==> config.mk <==
export PLATFORM = sky130hd
export DESIGN_NAME = bcft_shift
export DESIGN_NICKNAME = d
export VERILOG_FILES = /design/src/rtl/core/block_cache_fill_tracker_defines.svh /design/src/rtl/core/bcft_pkg.sv /design/src/rtl/core/bcft_shift.sv
export SDC_FILE = /design/constraint.sdc
export NUM_CORES = 1
export LEC_CHECK = 0
export BUFFER_PORTS_ARGS = -buffer_cell sky130_fd_sc_hd__buf_4
export CAP_MARGIN = 20
export CORE_MARGIN = 4
export CORE_UTILIZATION = 54
export DETAILED_ROUTE_END_ITERATION = 7
export PLACE_DENSITY = 0.85
export SLEW_MARGIN = 20
export SYNTH_ARGS = -nofsm -noshare
export SYNTH_HDL_FRONTEND = slang
export SYNTH_SLANG_ARGS = --single-unit
==> constraint.sdc <==
create_clock -name vclk -period 4.3
set_clock_uncertainty 0.05 [all_clocks]
set_input_delay 0.86 -clock vclk [all_inputs]
set_output_delay 0.86 -clock vclk [all_outputs]
set_load 0.1 [all_outputs]
==> src/rtl/core/block_cache_fill_tracker_defines.svh <==
`ifndef BLOCK_CACHE_FILL_TRACKER_DEFINES_SVH
`define BLOCK_CACHE_FILL_TRACKER_DEFINES_SVH

// Checks that the consequent holds in the same cycle as the antecedent.
`define BCFT_ASSERT_SAME(label, clk, rst_n, ante, cons, msg) \
	label: assert property (@(posedge clk) disable iff (!rst_n) (ante) |-> (cons)) \
		else $error(msg);

// Checks that the consequent holds in the cycle after the antecedent.
`define BCFT_ASSERT_NEXT(label, clk, rst_n, ante, cons, msg) \
	label: assert property (@(posedge clk) disable iff (!rst_n) (ante) |=> (cons)) \
		else $error(msg);

`endif

==> src/rtl/core/bcft_pkg.sv <==
`default_nettype none

package bcft_pkg;

	localparam int SEC_W      = 40;
	localparam int SHIFT_W    = 5;
	localparam int CNT_W      = 9;
	localparam int BLK_W      = 16;
	localparam int PEND_W     = 6;
	localparam int STAT_W     = 32;
	localparam int CACHED_W   = 17;
	localparam int CMD_W      = 2;
	localparam int CODE_W     = 2;
	localparam int CFG_IDX_W  = 1;

	localparam int NUM_BLOCKS_DEF      = 65536;
	localparam int MAX_REQ_SECTORS_DEF = 256;

	localparam logic [SHIFT_W-1:0] MIN_SHIFT = 5'd3;
	localparam logic [SHIFT_W-1:0] MAX_SHIFT = 5'd21;

	localparam logic [CMD_W-1:0] CMD_READ     = 2'd0;
	localparam logic [CMD_W-1:0] CMD_WRITE    = 2'd1;
	localparam logic [CMD_W-1:0] CMD_COMPLETE = 2'd2;

	localparam logic [CODE_W-1:0] KIND_COPY  = 2'd0;
	localparam logic [CODE_W-1:0] KIND_ROUTE = 2'd1;
	localparam logic [CODE_W-1:0] KIND_ACK   = 2'd2;

	localparam logic [CODE_W-1:0] TGT_ORIGIN = 2'd0;
	localparam logic [CODE_W-1:0] TGT_CACHE  = 2'd1;
	localparam logic [CODE_W-1:0] TGT_REJECT = 2'd2;

	localparam logic [CFG_IDX_W-1:0] REG_CACHE_LIMIT = 1'd0;
	localparam logic [CFG_IDX_W-1:0] REG_BLOCK_SHIFT = 1'd1;

	localparam int MAP_VALID = 1;
	localparam int MAP_INFL  = 0;

	typedef enum logic [3:0] {
		ST_CLEAR,
		ST_IDLE,
		ST_PREP,
		ST_SHIFT_LO,
		ST_SHIFT_HI,
		ST_WALK,
		ST_DRAIN,
		ST_ROUTE,
		ST_CMPL
	} state_t;

	typedef struct packed {
		logic hit;
		logic miss;
		logic cached;
	} upd_t;

endpackage

`default_nettype wire

==> src/rtl/core/bcft_shift.sv <==
`default_nettype none

module bcft_shift (
	input  wire logic [bcft_pkg::SEC_W:0]     value,
	input  wire logic [bcft_pkg::SHIFT_W-1:0] amount,
	output logic      [bcft_pkg::SEC_W:0]     shifted
);

	logic [bcft_pkg::SHIFT_W-1:0] amt_eff;

	always_comb begin
		if (amount < bcft_pkg::MIN_SHIFT) begin
			amt_eff = bcft_pkg::MIN_SHIFT;
		end else if (amount > bcft_pkg::MAX_SHIFT) begin
			amt_eff = bcft_pkg::MAX_SHIFT;
		end else begin
			amt_eff = amount;
		end
	end

	assign shifted = value >> amt_eff;

endmodule

`default_nettype wire

-- After elaboration in Yosys (flattened, before gate mapping)
Index checks and enable logic that the tools add are counted.
W data, S select, Z words.
- reductions and logical operators: 0
- shift operators: 1
- multiply operators: 0
- eq/ne operators: 0
- $lt $le $gt $ge: 2
- bitwise logic cells: 0
- add/sub/neg operators: 0
- divide/modulo/power cells: 0
- mux-type cells: 2
- operators with widths (cell ; count):
    $shr A41 B5 Y41 ; 1
    $mux W5 ; 2
    $gt A5 B5 Y1 const B ; 1
    $lt A5 B2 Y1 const B ; 1
- ROM bits: 0
- flip-flop bits (word level): 0
- memories: 0
- bits in latches: 0
- output and inout bits: 41
- logic and storage cells: 5
- input bits: 46
- bits in writable memories: 0

-- Depth between registers and ports, before layout
- word-level depth: 4
- depth in mapped cells: 9
- mapped depth without buffers: 6

-- Worst setup path before layout
Ideal clock, no wire load.
- path type: input port to output port
- start point: input port amount[2] (netlist bit)
- end point: output port shifted[15] (netlist bit)
- cell stages on the path: 9
- required time: 3.390 ns
- setup slack: -1.272 ns
- path buffers: 3
- arrival time: 4.662 ns
- cell sequence: buf_2 > or3b_4 > a21oi_4 > buf_2 > buf_4 > nand3_1 > a21oi_1 > a211oi_1 > a222oi_1
- longest elaborated chain between the ends: 4
- elaborated cells on any way between the ends: 5
- those cells by class: 2 x order compare; 1 x shift; 2 x mux
- ends and longest elaborated chain (element ; line ; text):
    start: declaration ; bcft_shift.sv:5 ; input wire logic [bcft_pkg::SHIFT_W-1:0] amount,
    $gt A5 B5 Y1 ; bcft_shift.sv:14 ; end else if (amount > bcft_pkg::MAX_SHIFT) begin
    $mux W5 ; bcft_shift.sv:14 ;
    $mux W5 * ; bcft_shift.sv:12 ; if (amount < bcft_pkg::MIN_SHIFT) begin
    $shr A41 B5 Y41 * ; bcft_shift.sv:21 ; assign shifted = value >> amt_eff;
    end: declaration ; bcft_shift.sv:6 ; output logic [bcft_pkg::SEC_W:0] shifted
Mark *: on every way between the ends. The rest lies on a longest branch, timed or not.

-- Worst setup path in the final report
- start point: input port amount[3] (netlist bit)
- end point: output port shifted[21] (netlist bit)
Same word-level chain as after synthesis.

==> impl_metrics.env <==
export IMPL_synth_top_area_share=0.157
export IMPL_tightest_slew_ps=735
export IMPL_seq_area_frac_synth=0
export IMPL_grt_max_degree=44
export IMPL_dieArea_mm2=0.00577
export IMPL_finalHoldViolations=0
export IMPL_status="finished clean"
export IMPL_nNetsFinal=489
export IMPL_die_height_um=76.0
export IMPL_cpPeakStageDelay_ps=480
export IMPL_setup_slack_ps=102
export IMPL_syn_inst=387
export IMPL_synth_cell_types=56
export IMPL_seq_cell_count=0
export IMPL_initial_core_util=0.565
export IMPL_seqCellArea_um2=0
export IMPL_end_kind="output pin"
export IMPL_report_final_slew_viol_count=0
export IMPL_dr_pass1_iters=7
export IMPL_max_freq_ghz=0.238
export IMPL_cp_cell_sequence="buf_4 -> buf_4 -> a21o_1 -> mux2i_1 -> mux2i_1 -> mux2i_1 -> o221ai_2 -> buf_4"
export IMPL_rsz0062_at_grt="no"
export IMPL_hpwl_um=8030
export IMPL_min_delay_path_depth=4
export IMPL_synth_area_mux_share=0.179
export IMPL_tns_ps=0
export IMPL_numPortBuffers=81
export IMPL_synth_top_family_by_area="compound AO/OA/AOI/OAI gates"
export IMPL_hold_buffers=0
export IMPL_die_w_um=76.0
export IMPL_syn_cell_area_mm2=0.00249
export IMPL_syn_area_per_cell_um2=6.44
export IMPL_grt_overflow=0
export IMPL_min_path_type="input pin to output pin"
export IMPL_syn_to_final_growth_pct=34.5
export IMPL_synth_fa_ha_area_frac=0.00803
export IMPL_maxSlewHeadroom=0.509
export IMPL_cts_setup_buffers=0
export IMPL_cp_start_kind="input pin"
export IMPL_cts_resized=0
export IMPL_required_ps=3390
export IMPL_dpl_cell_count=493
export IMPL_clock_buffers=0
export IMPL_synthTopCellsByCount="mux2i_1, a21oi_1, nor2_1, nand2_1, clkbuf_1"
export IMPL_multi_input_area_mm2=0.00245
export IMPL_num_rows=24
export IMPL_yosys_top_cells_area="mux2i_1, a221oi_1, a21oi_1"
export IMPL_num_vias=3729
export IMPL_place_congestion=1.01
export IMPL_p_total_mw=0.877
export IMPL_ios=87
export IMPL_fill_cells=391
export IMPL_yosysTopAreaCell="mux2i_1"
export IMPL_vias_per_cell=7.56
export IMPL_grt_pass1_vias=3335
export IMPL_maxCapViolCount=0
export IMPL_antenna_found_initial=0
export IMPL_max_vdd_ir_drop_uv=281
export IMPL_leakage_nw=1.42
export IMPL_synth_most_common_cell="mux2i_1"
export IMPL_yosys_warnings=0
export IMPL_postRouteAntennaNets=0
export IMPL_setup_viol=0
export IMPL_globalRouteTotalUtil=0.349
export IMPL_diodes=0
export IMPL_crit_path_max_fanout=18
export IMPL_worstPathArrival_ps=3290
export IMPL_wl_per_cell_um=21.9
export IMPL_instances_no_fill=493
export IMPL_utilization=0.760
export IMPL_synth_compound_area_frac=0.502
export IMPL_drive_gt1_frac=0.315
export IMPL_place_ws_ps=172
export IMPL_synth_xor_area_share=0.00351
export IMPL_power_density_mw_per_mm2=261
export IMPL_synth_simple_gate_area_frac=0.206
export IMPL_fin_crit_sh=0.976
export IMPL_drc_errors=0
export IMPL_coreArea_mm2=0.00441
export IMPL_criticalPathCategory="input pin to output pin"
export IMPL_finalCriticalPeriod_ps=4200
export IMPL_drt_iter0_markers=719
export IMPL_critPathSlowestCell="a21o_1"
export IMPL_grt_pass1_wl_um=17500
export IMPL_wirelength_um=10800
critical path, delay by kind of cell:
kind / cells / cell delay [ps]
mux: 3 / 960
buf+inv: 3 / 770
compound gates: 2 / 690
final cells by class:
class	instances	share of cell area
Tap cell	52	0.0194
Timing Repair Buffer	100	0.239
Inverter	9	0.0101
Multi-Input combinational cell	332	0.732
report_power, final:
part           switching, mW  total, mW  internal [mW]
sequential                 0          0              0
combinational          0.641      0.877          0.236
clock                      0          0              0
total                  0.641      0.877          0.236
stage by stage:
step	cell area (um2)	hold WS, ps
2_1_floorplan	2800	2080
3_3_place_gp	3350	2220
3_5_place_dp	3350	2220
4_1_cts	3350	2220
5_1_grt	3350	2260
6_report	3350	2230
logic make-up (layout without fill, tap and decap cells):
group,Yosys count,after routing
AO/OA/AOI/OAI,175,175
XOR/XNOR,1,1
adder cells (fa/ha/maj),2,2
buffers and inverters,57,109
multiplexers,44,44
other,1,3
AND/OR/NAND/NOR,107,107
path summary, 6_finish.rpt:
kind / from / end
max: amount[3] / shifted[21]
min: value[4] / shifted[1]
cell usage in the layout (no fill, tap or decap), types with 6 or more instances in the layout:
master / Yosys / final
and2_1: 6 / 6
nand2_1: 29 / 29
nor2_1: 30 / 30
a21o_1: 7 / 7
o21ai_0: 25 / 24
a222oi_1: 8 / 8
a21oi_1: 32 / 29
inv_1: 9 / 9
mux2i_1: 39 / 38
a211oi_1: 17 / 15
o21ai_1: 9 / 6
buf_4: 5 / 96
o221ai_2: 0 / 7
a221oi_1: 26 / 22
nor2b_1: 16 / 16
nand3_1: 11 / 11
layer usage:
| metal | global-route usage | share of wire | wire length [um] |
|---|---|---|---|
| met4 | 0.117 | 0.045 | 490 |
| met5 | 0 | 0 | 0 |
| met2 | 0.563 | 0.46 | 4930 |
| met1 | 0.480 | 0.38 | 4150 |
| met3 | 0.0355 | 0.11 | 1230 |
(Power assumes the default switching activity.)
