**config.mk**
```make
export PLATFORM = sky130hd
export DESIGN_NAME = bcft_stats
export DESIGN_NICKNAME = d
export VERILOG_FILES = /design/src/rtl/core/block_cache_fill_tracker_defines.svh /design/src/rtl/core/bcft_pkg.sv /design/src/rtl/core/bcft_stats.sv
export SDC_FILE = /design/constraint.sdc
export NUM_CORES = 1
export LEC_CHECK = 0
export BUFFER_PORTS_ARGS = -buffer_cell sky130_fd_sc_hd__buf_4
export CORE_AREA = 5 5 116 74
export DETAILED_ROUTE_END_ITERATION = 6
export DIE_AREA = 0 0 121 79
export GPL_ROUTABILITY_DRIVEN = 0
export GPL_TIMING_DRIVEN = 1
export HOLD_SLACK_MARGIN = 0.12
export PLACE_DENSITY = 0.79
export SLEW_MARGIN = 20
export SYNTH_ARGS = -nofsm -noshare
export SYNTH_HDL_FRONTEND = slang
export SYNTH_SLANG_ARGS = --single-unit
```
**constraint.sdc**
```tcl
create_clock -name clk -period 2.2 [get_ports clk]
set_input_delay 0.33 -clock clk [delete_from_list [all_inputs] [get_ports clk]]
set_output_delay 0.33 -clock clk [all_outputs]
set_load 0.05 [all_outputs]
```
**src/rtl/core/block_cache_fill_tracker_defines.svh**
```systemverilog
`ifndef BLOCK_CACHE_FILL_TRACKER_DEFINES_SVH
`define BLOCK_CACHE_FILL_TRACKER_DEFINES_SVH

// Checks that the consequent holds in the same cycle as the antecedent.
`define BCFT_ASSERT_SAME(label, clk, rst_n, ante, cons, msg) \
	label: assert property (@(posedge clk) disable iff (!rst_n) (ante) |-> (cons)) \
		else $error(msg);

// Checks that the consequent holds in the cycle after the antecedent.
`define BCFT_ASSERT_NEXT(label, clk, rst_n, ante, cons, msg) \
	label: assert property (@(posedge clk) disable iff (!rst_n) (ante) |=> (cons)) \
		else $error(msg);

`endif

```
**src/rtl/core/bcft_pkg.sv**
```systemverilog
`default_nettype none

package bcft_pkg;

	localparam int SEC_W      = 40;
	localparam int SHIFT_W    = 5;
	localparam int CNT_W      = 9;
	localparam int BLK_W      = 16;
	localparam int PEND_W     = 6;
	localparam int STAT_W     = 32;
	localparam int CACHED_W   = 17;
	localparam int CMD_W      = 2;
	localparam int CODE_W     = 2;
	localparam int CFG_IDX_W  = 1;

	localparam int NUM_BLOCKS_DEF      = 65536;
	localparam int MAX_REQ_SECTORS_DEF = 256;

	localparam logic [SHIFT_W-1:0] MIN_SHIFT = 5'd3;
	localparam logic [SHIFT_W-1:0] MAX_SHIFT = 5'd21;

	localparam logic [CMD_W-1:0] CMD_READ     = 2'd0;
	localparam logic [CMD_W-1:0] CMD_WRITE    = 2'd1;
	localparam logic [CMD_W-1:0] CMD_COMPLETE = 2'd2;

	localparam logic [CODE_W-1:0] KIND_COPY  = 2'd0;
	localparam logic [CODE_W-1:0] KIND_ROUTE = 2'd1;
	localparam logic [CODE_W-1:0] KIND_ACK   = 2'd2;

	localparam logic [CODE_W-1:0] TGT_ORIGIN = 2'd0;
	localparam logic [CODE_W-1:0] TGT_CACHE  = 2'd1;
	localparam logic [CODE_W-1:0] TGT_REJECT = 2'd2;

	localparam logic [CFG_IDX_W-1:0] REG_CACHE_LIMIT = 1'd0;
	localparam logic [CFG_IDX_W-1:0] REG_BLOCK_SHIFT = 1'd1;

	localparam int MAP_VALID = 1;
	localparam int MAP_INFL  = 0;

	typedef enum logic [3:0] {
		ST_CLEAR,
		ST_IDLE,
		ST_PREP,
		ST_SHIFT_LO,
		ST_SHIFT_HI,
		ST_WALK,
		ST_DRAIN,
		ST_ROUTE,
		ST_CMPL
	} state_t;

	typedef struct packed {
		logic hit;
		logic miss;
		logic cached;
	} upd_t;

endpackage

`default_nettype wire

```
**src/rtl/core/bcft_stats.sv**
```systemverilog
`default_nettype none

module bcft_stats (
	input  wire logic                          clk,
	input  wire logic                          arst_n,
	input  wire bcft_pkg::upd_t                upd,
	output logic [bcft_pkg::STAT_W-1:0]        hits,
	output logic [bcft_pkg::STAT_W-1:0]        misses,
	output logic [bcft_pkg::CACHED_W-1:0]      cached
);

	logic [bcft_pkg::STAT_W-1:0]   hits_q;
	logic [bcft_pkg::STAT_W-1:0]   misses_q;
	logic [bcft_pkg::CACHED_W-1:0] cached_q;

	always_ff @(posedge clk or negedge arst_n) begin
		if (!arst_n) begin
			hits_q   <= '0;
			misses_q <= '0;
			cached_q <= '0;
		end else begin
			if (upd.hit) begin
				hits_q <= hits_q + 1'b1;
			end
			if (upd.miss) begin
				misses_q <= misses_q + 1'b1;
			end
			if (upd.cached) begin
				cached_q <= cached_q + 1'b1;
			end
		end
	end

	assign hits   = hits_q;
	assign misses = misses_q;
	assign cached = cached_q;

endmodule

`default_nettype wire

```
After elaboration in Yosys (flattened, before gate mapping)
Cells that the tools add are included. Widths: inputs -> output; s select.

Logic and storage cells: 6. Bits in registers: 81. Output and inout bits: 81. Input bits: 5.

$add $sub $neg: 3.

Operators with widths (number): $add 32x1->32 const B (2); $add 17x1->17 const B (1).

Depth between registers and ports, before layout
Gate-level depths: netlist of run 1.

Depth in word-level cells: 1. Mapped depth: 6. Depth with buffers taken out: 5.

Worst setup path before layout of run 1
OpenSTA, ideal clock, no wires.

Path type: flip-flop to flip-flop. Start point: register hits_q (netlist bit hits[7]). End point: register hits_q (netlist bit hits[20]). Slack: 0.223 ns. Stages on the path, launching flop included: 6. Data required time: 2.059 ns. Arrival: 1.836 ns. Buffers on the path: 1. Clock period less this slack: 1.977 ns. Library setup time: 0.141 ns. Cells stage by stage: dfrtp_1 -> nand4_1 -> nor4b_2 -> buf_2 -> nand4_1 -> xnor2_1.

Longest elaborated chain between the ends: 1.

Ends and longest elaborated chain: start: declaration (line bcft_stats.sv:12) `logic [bcft_pkg::STAT_W-1:0] hits_q;`; start signal: assignment (line bcft_stats.sv:23) `hits_q <= hits_q + 1'b1;`; $add 32x1->32 (line bcft_stats.sv:23).

Every way passes these cells. A chain may end at the register's enable or synchronous reset.

Final worst setup path of run 1
Start point: register misses_q (netlist bit misses[7]). End point: register misses_q (netlist bit misses[15]).

Longest elaborated chain between the ends: 1.

Ends and longest elaborated chain: start: declaration (line bcft_stats.sv:13) `logic [bcft_pkg::STAT_W-1:0] misses_q;`; start signal: assignment (line bcft_stats.sv:26) `misses_q <= misses_q + 1'b1;`; $add 32x1->32 (line bcft_stats.sv:26).

Every way passes these cells.

==> results of run 1 <==
==> cells by family after synthesis <==
family	share of synthesized area [%]
xor+xnor	18.8
fa+ha+maj	1.03
buf+inv	1.20
flops	55.6
mux	0.927
simple gates	22.5
==> cell usage after synthesis (all sizes together) (3+ instances only) <==
cell type  instances
nand3             19
and4               5
ha                 3
nor2              15
dfrtp             81
xnor2             51
xor2              27
nor3              11
nand4             32
nor4               4
clkbuf             4
nand2             26
inv                5
mux2               3
and3              10
and2               9
==> cells in the final DEF (no fill, tap or decap), types with 2 or more instances in the layout <==
cell type  Yosys  routed
dfrtp_1       81      81
and3_1        10      10
nor4_2         4       4
nor2_1        15      15
clkbuf_1       4       5
nor3_2         6       6
clkbuf_16      0       9
buf_4          0      89
nand4_1       30      30
and2_1         8       8
ha_1           3       3
and4_1         5       5
or3_1          2       2
mux2_2         3       3
inv_1          5       5
xor2_1        27      27
xnor2_1       51      51
nand2_1       26      26
nor3_1         5       5
or4_4          2       2
nand3_1       19      19
==> metrics by stage <==
step	utilization, %	cells
floorplan	-	312
global placement	58.9	504
detailed placement	58.9	504
CTS	62.5	520
global route	62.5	520
finish	62.5	520
==> critical path: stages (launching register included) <==
cell and delay [ns]:
dfrtp_1 0.42, nand3_1 0.23, nor4_2 0.62, nand4_1 0.22, xnor2_1 0.16
==> layout make-up <==
class / count / share of cell area (%)
timing repair buffer: 91 / 14.8
multi-input combinational: 220 / 33.4
sequential: 81 / 43.0
tap: 108 / 2.87
inverter: 5 / 0.399
clock buffer: 15 / 5.47
==> what timing repair did <==
action | CTS | global route
gates resized for setup | 0 | 0
endpoints found under the setup margin | 0 | 0
hold endpoints to repair | 39 | 0
hold buffers | 1 | 0
==> final timing paths <==
kind	start	end	slack, ns
min in group asynchronous	arst_n	misses[6]	0.53
worst min-delay path	upd[2]	hits[0]	0.22
worst max register to register	misses[7]	misses[15]	0.43
worst min register to register	cached[16]	cached[16]	0.47
max in group asynchronous	arst_n	hits[26]	1.07
worst max-delay path	misses[7]	misses[15]	0.43
==> registers in the layout (all words and copies together) (netlist names) <==
register  flops
cached       17
hits         32
misses       32
==> per-layer routing <==
layer	global-route usage (%)	part of all wire, %
met1	26.2	49
met2	25.9	44
met3	5.69	5.4
met4	6.56	1.4
met5	0	0
==> power by group through the flow <==
stage / logic (mW) / clock network [mW] / registers, mW
after detailed placement: 1.39 / 0 / 2.00
after global placement: 1.37 / 0 / 1.99
after CTS: 1.39 / 1.36 / 1.98
after global routing: 1.46 / 1.44 / 2.03
final: 1.37 / 1.32 / 1.98
after floorplan: 0.300 / 0 / 2.62
==> out/results.ini, run 1 <==
[run_status]
status=finished clean

[yosys]
synth_nets=320
synth.yosys.warnings=0
seq_area_frac_synth_pct=55.6
synthCells=312
syn_avg_cell_area_um2=11.7
yosysTopAreaCell=dfrtp_1
synth_edf_count=0
netlist_area_um2=3640
synthTopCellsByArea=dfrtp_1 (56%), xnor2_1 (12%), xor2_1 (6.5%), nand4_1 (5.2%), nand2_1 (2.7%)
synth_seq_cells=81
synth_flop_cell=dfrtp_1
synth_top_cell_area_share_pct=55.6
async_flop_share_pct=100
ys_types=24

[power_and_ir_drop]
pwr-share-seq_pct=42.4
p_total_mw=4.68
intPower_mw=2.92
ir_drop_mv=0.884
p_per_area_nw_per_um2=993
p_leak_nw=2.26
p_switching_mw=1.76
switching_share_pct=37.6
p_clk_share_pct=28.3
combPwrFrac_pct=29.4

[placed_design]
place.port_buffers=85
dp_slack_ns=0.451
place_area_um2=4440
dp_hpwl_um=5770

[die]
core_area_um2=7540
io_pins=86
die_h_um=79
start_util_pct=48.3
die_width_um=121
rows=25
dieArea_um2=9560

[sta]
rsz0062_at_grt=no
finalMaxSlewViolations=0
clock_skew_ns=0.00327
tightest_slew_ns=0.581
fin_crit_ns=1.77
worst_slack_ns=0.432
slew_headroom_pct=60.9
period_share_pct=80.4
hold_viol_final=0
setup_viol_count_final=0
tns_ns=0
maxClockFrequency_mhz=566
hold_ws_ns=0.217

[global_route]
grt_pass1_vias=2697
grt_max_degree=43
antenna_found_initial=0
track_usage_pct=18.2
grt_pass1_wl_um=13700
grt_overflow=0

[clock_tree]
cts_setup_buffers=0
root_buffer=clkbuf_16
clk_pin_slew_ns=0.06
cts_buffers=9
clk_path_buf_depth=2
cts_tree=yes
clock-sinks=81
clock_latency_ns=0.33
cts_max_level=3

[hold_path]
hold_depth=2
hold_path.class=in -> reg

[critical_path]
crit_type=reg -> reg
startpoint_type=flip-flop
critPathMaxFanout=6
r2r_cells=4
cp-end-kind=flip-flop
worst_ep_required_time_ns=2.41
crit_arrival_ns=1.98

[routing]
vias=2656
first_iter_violations=168
drt_first_pass_iters=4
avgViaCountPerCell=5.11
drc=0
ant_nets=0
routed_wirelength_um=7850
wl_per_cell_um=15.1

[final_layout]
seqCellArea_um2=2030
finalNetCount=416
drive_gt1_share_pct=28.6
diodes=0
multi_input_area_um2=1570
fillers=605
area_growth_pct=29.3
stdcell_area_um2=4710

[flow_run]
max_cap_viol_count=0

Power figures use the tool's default switching activity.
==> run 2: changes to the inputs <==
clock period = 1.8 ns   (was 2.2 ns; I/O delays follow)
==> run 2 against run 1 <==
Compared with the run above: die area is the same; worst setup slack lost 0.29 ns; routed wire length grew 2.3%.
==> out/results.ini, run 2 (synthesized netlist as in run 1, its figures left out) <==
[placed_design]
place.port_buffers=85  ; unchanged
dp_hpwl_um=6030  ; +4.5%
place_area_um2=4520  ; +1.9%

[flow_run]
max_cap_viol_count=0  ; unchanged

[sta]
tightest_slew_ns=0.421  ; -0.161 ns
fin_crit_ns=1.65  ; -0.114 ns
setup_viol_count_final=0  ; unchanged
hold_viol_final=0  ; unchanged
tns_ns=0  ; unchanged
maxClockFrequency_mhz=605  ; +6.9%
period_share_pct=91.9  ; +12 points
slew_headroom_pct=71.7  ; +11 points
rsz0062_at_grt=no
finalMaxSlewViolations=0  ; unchanged
clock_skew_ns=0.00621  ; +0.00294 ns

[die]
rows=25  ; unchanged
die_h_um=79  ; unchanged
start_util_pct=48.3  ; unchanged
io_pins=86  ; unchanged
core_area_um2=7540  ; unchanged
die_width_um=121  ; unchanged
dieArea_um2=9560  ; unchanged

[routing]
first_iter_violations=103  ; -39%
vias=2666  ; +0.38%
drc=0  ; unchanged
avgViaCountPerCell=5.07  ; -0.77%
routed_wirelength_um=8030  ; +2.3%
drt_first_pass_iters=4  ; unchanged
ant_nets=0  ; unchanged
wl_per_cell_um=15.3  ; +1.2%

[final_layout]
finalNetCount=421  ; +1.2%
postLayoutCoreUtil_pct=64.8  ; +2.3 points
final_cell_mix=buf_4 (94), xnor2_1 (51), dfrtp_1 (45), dfrtp_2 (36), nand4_1 (30)
diodes=0  ; unchanged
area_growth_pct=34.0
drive_gt1_share_pct=39.7  ; +11 points
stdcell_area_um2=4880  ; +3.7%
fillers=621  ; +2.6%
layout_commonest_cell=buf_4

[clock_tree]
cts_setup_buffers=0  ; unchanged
cts_max_level=3  ; unchanged
clk_path_buf_depth=2  ; unchanged
cts_tree=yes
clock_latency_ns=0.33  ; about the same
root_buffer=clkbuf_16
clock-sinks=81  ; unchanged
clk_pin_slew_ns=0.06  ; about the same
cts_buffers=9  ; unchanged

[power_and_ir_drop]
p_leak_nw=2.28  ; +0.74%
ir_drop_mv=1.16  ; +31%
p_per_area_nw_per_um2=1260  ; +27%

[run_status]
status=finished clean

[critical_path]
crit_type=reg -> reg
startpoint_type=flip-flop
critPathMaxFanout=4  ; -2
worst_ep_required_time_ns=2.05  ; -0.36 ns
crit_arrival_ns=1.90  ; -0.08 ns
cp-end-kind=flip-flop

[global_route]
antenna_found_initial=0  ; unchanged
grt_pass1_vias=2803  ; +3.9%
grt_max_degree=43  ; unchanged
grt_overflow=0  ; unchanged
track_usage_pct=18.2  ; about the same
grt_pass1_wl_um=13700  ; +0.10%

[hold_path]
hold_path.class=in -> reg

run 2: power breakdown:
group          internal, mW  leakage [nW]  switching, mW
Combinational         0.558          1.10           1.16
Clock                  1.29         0.155          0.691
Sequential             2.09          1.02          0.366
Total                  3.94          2.28           2.21
run 2: routing by layer:
| metal | up-vias | wire [µm] | GRT usage, % |
|---|---|---|---|
| met3 | 16 | 618 | 6.55 |
| met4 | 0 | 130 | 7.69 |
| met5 | - | 0 | 0 |
| met1 | 1294 | 3710 | 23.9 |
| met2 | 75 | 3580 | 27.4 |
| li1 | 1281 | - | - |
run 2: what timing repair did:
action | CTS | global route
hold endpoints to repair | 81 | 0
resized for setup | 0 | 3
endpoints found under the setup margin | 0 | 2
hold buffers | 1 | 0
run 2: final cells by class:
cell class	count	area, µm²	area share, %
inverter	5	18.8	0.384
clock inverter	4	75.1	1.54
tap	108	135	2.77
multi-input combinational	220	1590	32.5
clock buffer	12	256	5.25
timing repair buffer	96	736	15.1
sequential	81	2070	42.4
run 2: metrics by stage:
step	setup WS [ns]	total power [mW]	hold WS, ns	std cells
after global routing	0.00657	6.43	0.155	526
after detailed placement	0.131	4.21	0.115	509
after floorplan	-0.00112	3.60	-0.0256	312
final	0.146	6.16	0.155	526
after CTS	0.110	6.21	0.139	526
after global placement	0.207	4.15	0.113	509
run 2: worst paths after layout:
kind	cells past startpoint	slack [ns]	end	from
min in group asynchronous	2	0.33	misses[7]	arst_n
hold reg to reg	1	0.48	misses[31]	misses[31]
max in group asynchronous	3	0.84	hits[9]	arst_n
hold / removal	2	0.16	cached[0]	upd[0]
setup reg to reg	5	0.15	misses[30]	misses[0]
setup / recovery	5	0.15	misses[30]	misses[0]
run 2: critical path, cell delays in order (launching register included):
cell     delay, ns
dfrtp_2       0.40
ha_2          0.21
nand4_1       0.12
or4_4         0.48
nor4_2        0.19
xor2_1        0.18
==> run 3: changes to the inputs <==
ABC_AREA = 1   (was default)
CORE_AREA = 5 5 126 80   (was 5 5 116 74)
CTS_BUF_LIST = sky130_fd_sc_hd__clkbuf_8   (was default)
DIE_AREA = 0 0 131 85   (was 0 0 121 79)
PLACE_DENSITY = 0.77   (was 0.79)
SETUP_SLACK_MARGIN = 0.2   (was default)
==> run 3 against run 2 <==
Compared with the run above: highest routed layer unchanged; hold slack improved by 0.0076 ns; critical path type unchanged; clock-buffer cell count shrank 1; critical endpoint is now cached[14]; sequential power is 3% lower; flip-flop and latch count unchanged; synthesized area up 19%; via count is 39% higher; global-route usage up 1.7 points; routed wire length rose by 29%; worst setup slack better by 0.16 ns.
==> out/results.ini, run 3 <==
[yosys]
synth_top_cell_area_share_pct=46.6  ; -9.0 points
synth_flop_cell=dfrtp_1
yosys-top-cells-count=nand2_1 (133), dfrtp_1 (81), inv_1 (81), nor2_1 (52), nand3_1 (40)
synth_top_family_by_area=simple AND/OR/NAND/NOR gates
yosysTopAreaCell=dfrtp_1
yosys.area_share.simple_pct=33.4  ; +11 points
netlist_area_um2=4350  ; +19%
synthXorXnorAreaFrac_pct=10.7  ; -8.1 points
async_flop_share_pct=100  ; unchanged
synthTopCellsByArea=dfrtp_1 (47%), nand2_1 (11%), inv_1 (7.0%), xor2_1 (6.6%), nand3_1 (4.6%)
yosysMostFrequentCell=nand2_1
synthCells=526  ; +69%
synth_adder_area_share_pct=0.863  ; -0.17 points
synth_nets=534  ; +67%
synth_compound_area_share_pct=0.546  ; +0.55 points
synth_edf_count=0  ; unchanged
synth.yosys.warnings=0  ; unchanged
synth_seq_cells=81  ; unchanged
syn_avg_cell_area_um2=8.27  ; -29%
synthMuxAreaShare_pct=0.518  ; -0.41 points
ys_types=27  ; +13%
seq_area_frac_synth_pct=46.6  ; -9.0 points

[sta]
tns_ns=0  ; unchanged
period_share_pct=82.9  ; -9.0 points
maxClockFrequency_mhz=670  ; +11%
tightest_slew_ns=0.412  ; -0.00851 ns
clock_skew_ns=0.0115  ; +0.00525 ns
setup_viol_count_final=0  ; unchanged
hold_viol_final=0  ; unchanged
slew_headroom_pct=72.5  ; +0.78 points
hold_ws_ns=0.163  ; +0.00758 ns
rsz0062_at_grt=yes
fin_crit_ns=1.49  ; -0.162 ns
finalMaxSlewViolations=0  ; unchanged

[power_and_ir_drop]
combPwrFrac_pct=33.3  ; +5.4 points
p_leak_nw=2.75  ; +21%
intPower_mw=3.36  ; -15%
switching_share_pct=40.1  ; +4.2 points
pwr-share-seq_pct=42.5  ; +2.5 points
ir_drop_mv=0.818  ; -30%
p_per_area_nw_per_um2=1030  ; -19%
p_switching_mw=2.25  ; +1.6%
p_clk_share_pct=24.3  ; -7.9 points

[die]
io_pins=86  ; unchanged
dieArea_um2=11100  ; +16%
die_h_um=85  ; +7.6%
core_area_um2=8850  ; +17%
start_util_pct=49.2  ; +0.82 points
rows=27  ; +8.0%
die_width_um=131  ; +8.3%

[global_route]
grt_pass1_vias=3692  ; +32%
grt_overflow=0  ; unchanged
grt_pass1_wl_um=17600  ; +29%
track_usage_pct=19.9  ; +1.7 points
antenna_found_initial=0  ; unchanged
grt_max_degree=37  ; -14%

[placed_design]
dpl.cell_count=727  ; +43%
place.port_buffers=85  ; unchanged
place_area_um2=5170  ; +14%
dp_hpwl_um=8010  ; +33%

[critical_path]
reg2reg_setup_slack_ns=0.31  ; +0.16 ns
slowest_delay_ns=0.41  ; -0.07 ns
crit_buf_inv=1  ; +1
rr_startpoint=cached[0]
setup.worst_path.start=cached[0]
path_delay_family=simple AND/OR/NAND/NOR gates
cp-end-kind=flip-flop
worst_ep_required_time_ns=2.06  ; about the same
crit_arrival_ns=1.75  ; -0.15 ns
path_depth=8  ; +3
worstPathCellList=ha_2, nand3_1, nor3_4, nand2_2, inv_2, nand3_1, nand2_1, nand2_1
r2r_cells=8  ; +3
r2r-end=cached[14]
critPathMaxFanout=4  ; unchanged
slowest_stage=dfrtp_2
startpoint_type=flip-flop
crit_type=reg -> reg

[final_layout]
layout_commonest_cell=nand2_1
area_growth_pct=25.5
instances_no_fill=748  ; +42%
finalNetCount=635  ; +51%
final_cell_mix=nand2_1 (132), buf_4 (89), inv_1 (82), dfrtp_1 (66), nor2_1 (50)
drive_gt1_share_pct=26.3  ; -13 points
postLayoutCoreUtil_pct=61.7  ; -3.1 points
diodes=0  ; unchanged
stdcell_area_um2=5460  ; +12%

[routing]
first_iter_violations=224  ; +120%
wl_per_cell_um=13.9  ; -9.1%
vias=3718  ; +39%
drt_first_pass_iters=6  ; +2
routed_wirelength_um=10400  ; +29%
avgViaCountPerCell=4.97  ; -1.9%
ant_nets=0  ; unchanged
drc=0  ; unchanged

[clock_tree]
clk_pin_slew_ns=0.08  ; +0.02 ns
clk_path_buf_depth=2  ; unchanged
cts_tree=yes
cts_buffers=9  ; unchanged
root_buffer=clkbuf_8
cts_max_level=3  ; unchanged
clock-sinks=81  ; unchanged
clock_latency_ns=0.37  ; +0.04 ns

[run_status]
status=finished clean

[hold_path]
hold_depth=2  ; unchanged
holdPathEnd=misses[0]
hold_path.class=in -> reg
hp-start=upd[1]

[flow_run]
max_cap_viol_count=0  ; unchanged

run 3: cell count changes in the layout (fill, tap and decap cells not counted), sizes merged, moves of 3 or more:
cell	before	now
and4	5	0
xnor2	51	20
and3	10	0
nor2	15	71
and2	9	1
nand2	26	141
buf	95	90
nand3	19	46
nand4	32	25
nand3b	0	4
xor2	27	33
inv	5	84
nor4	4	1
run 3: cells by family after synthesis:
logic type | Yosys count
fa+ha+maj | 3
buf+inv | 84
flops | 81
mux | 2
compound gates | 3
xor+xnor | 53
simple gates | 300
run 3: power groups by stage:
stage,sequential (mW),clock [mW],combinational (mW)
after floorplan,3.15,0,0.477
after global placement,2.39,0,1.79
after detailed placement,2.41,0,1.82
after CTS,2.38,1.40,1.83
after global routing,2.42,1.49,1.99
final,2.38,1.36,1.86
run 3: worst max path at each step:
stage                       endpoint  slack (ns)
after floorplan           misses[22]        0.20
after global placement      hits[26]        0.37
after detailed placement  cached[14]        0.29
after CTS                   hits[26]        0.26
after global routing        hits[26]        0.17
final                     cached[14]        0.31
run 3: cell type report:
type / count / area [µm²]
Clock buffer: 11 / 151
Clock inverter: 5 / 47.5
Fill cell: 766 / 3390
Inverter: 82 / 308
Multi-Input combinational cell: 361 / 2050
Sequential cell: 81 / 2050
Tap cell: 116 / 145
Timing Repair Buffer: 92 / 708
run 3: through the flow:
step | total power, mW | worst slack (ns)
after floorplan | 3.63 | 0.197
after global placement | 4.18 | 0.367
after detailed placement | 4.24 | 0.287
after CTS | 5.61 | 0.263
after global routing | 5.91 | 0.172
final | 5.61 | 0.308
run 3: layer usage:
layer,share of wire [%],GRT usage (%),vias up
li1,-,-,1845
met1,49,28.0,1764
met2,45,29.6,103
met3,6.0,6.67,6
met4,0.57,5.14,0
met5,0,0,-
run 3: what timing repair did:
item                                   CTS  global route
setup buffers                            0             3
resized for setup                        0            13
setup endpoints to repair                0            11
hold buffers                             2             0
endpoints found under the hold margin   29             0
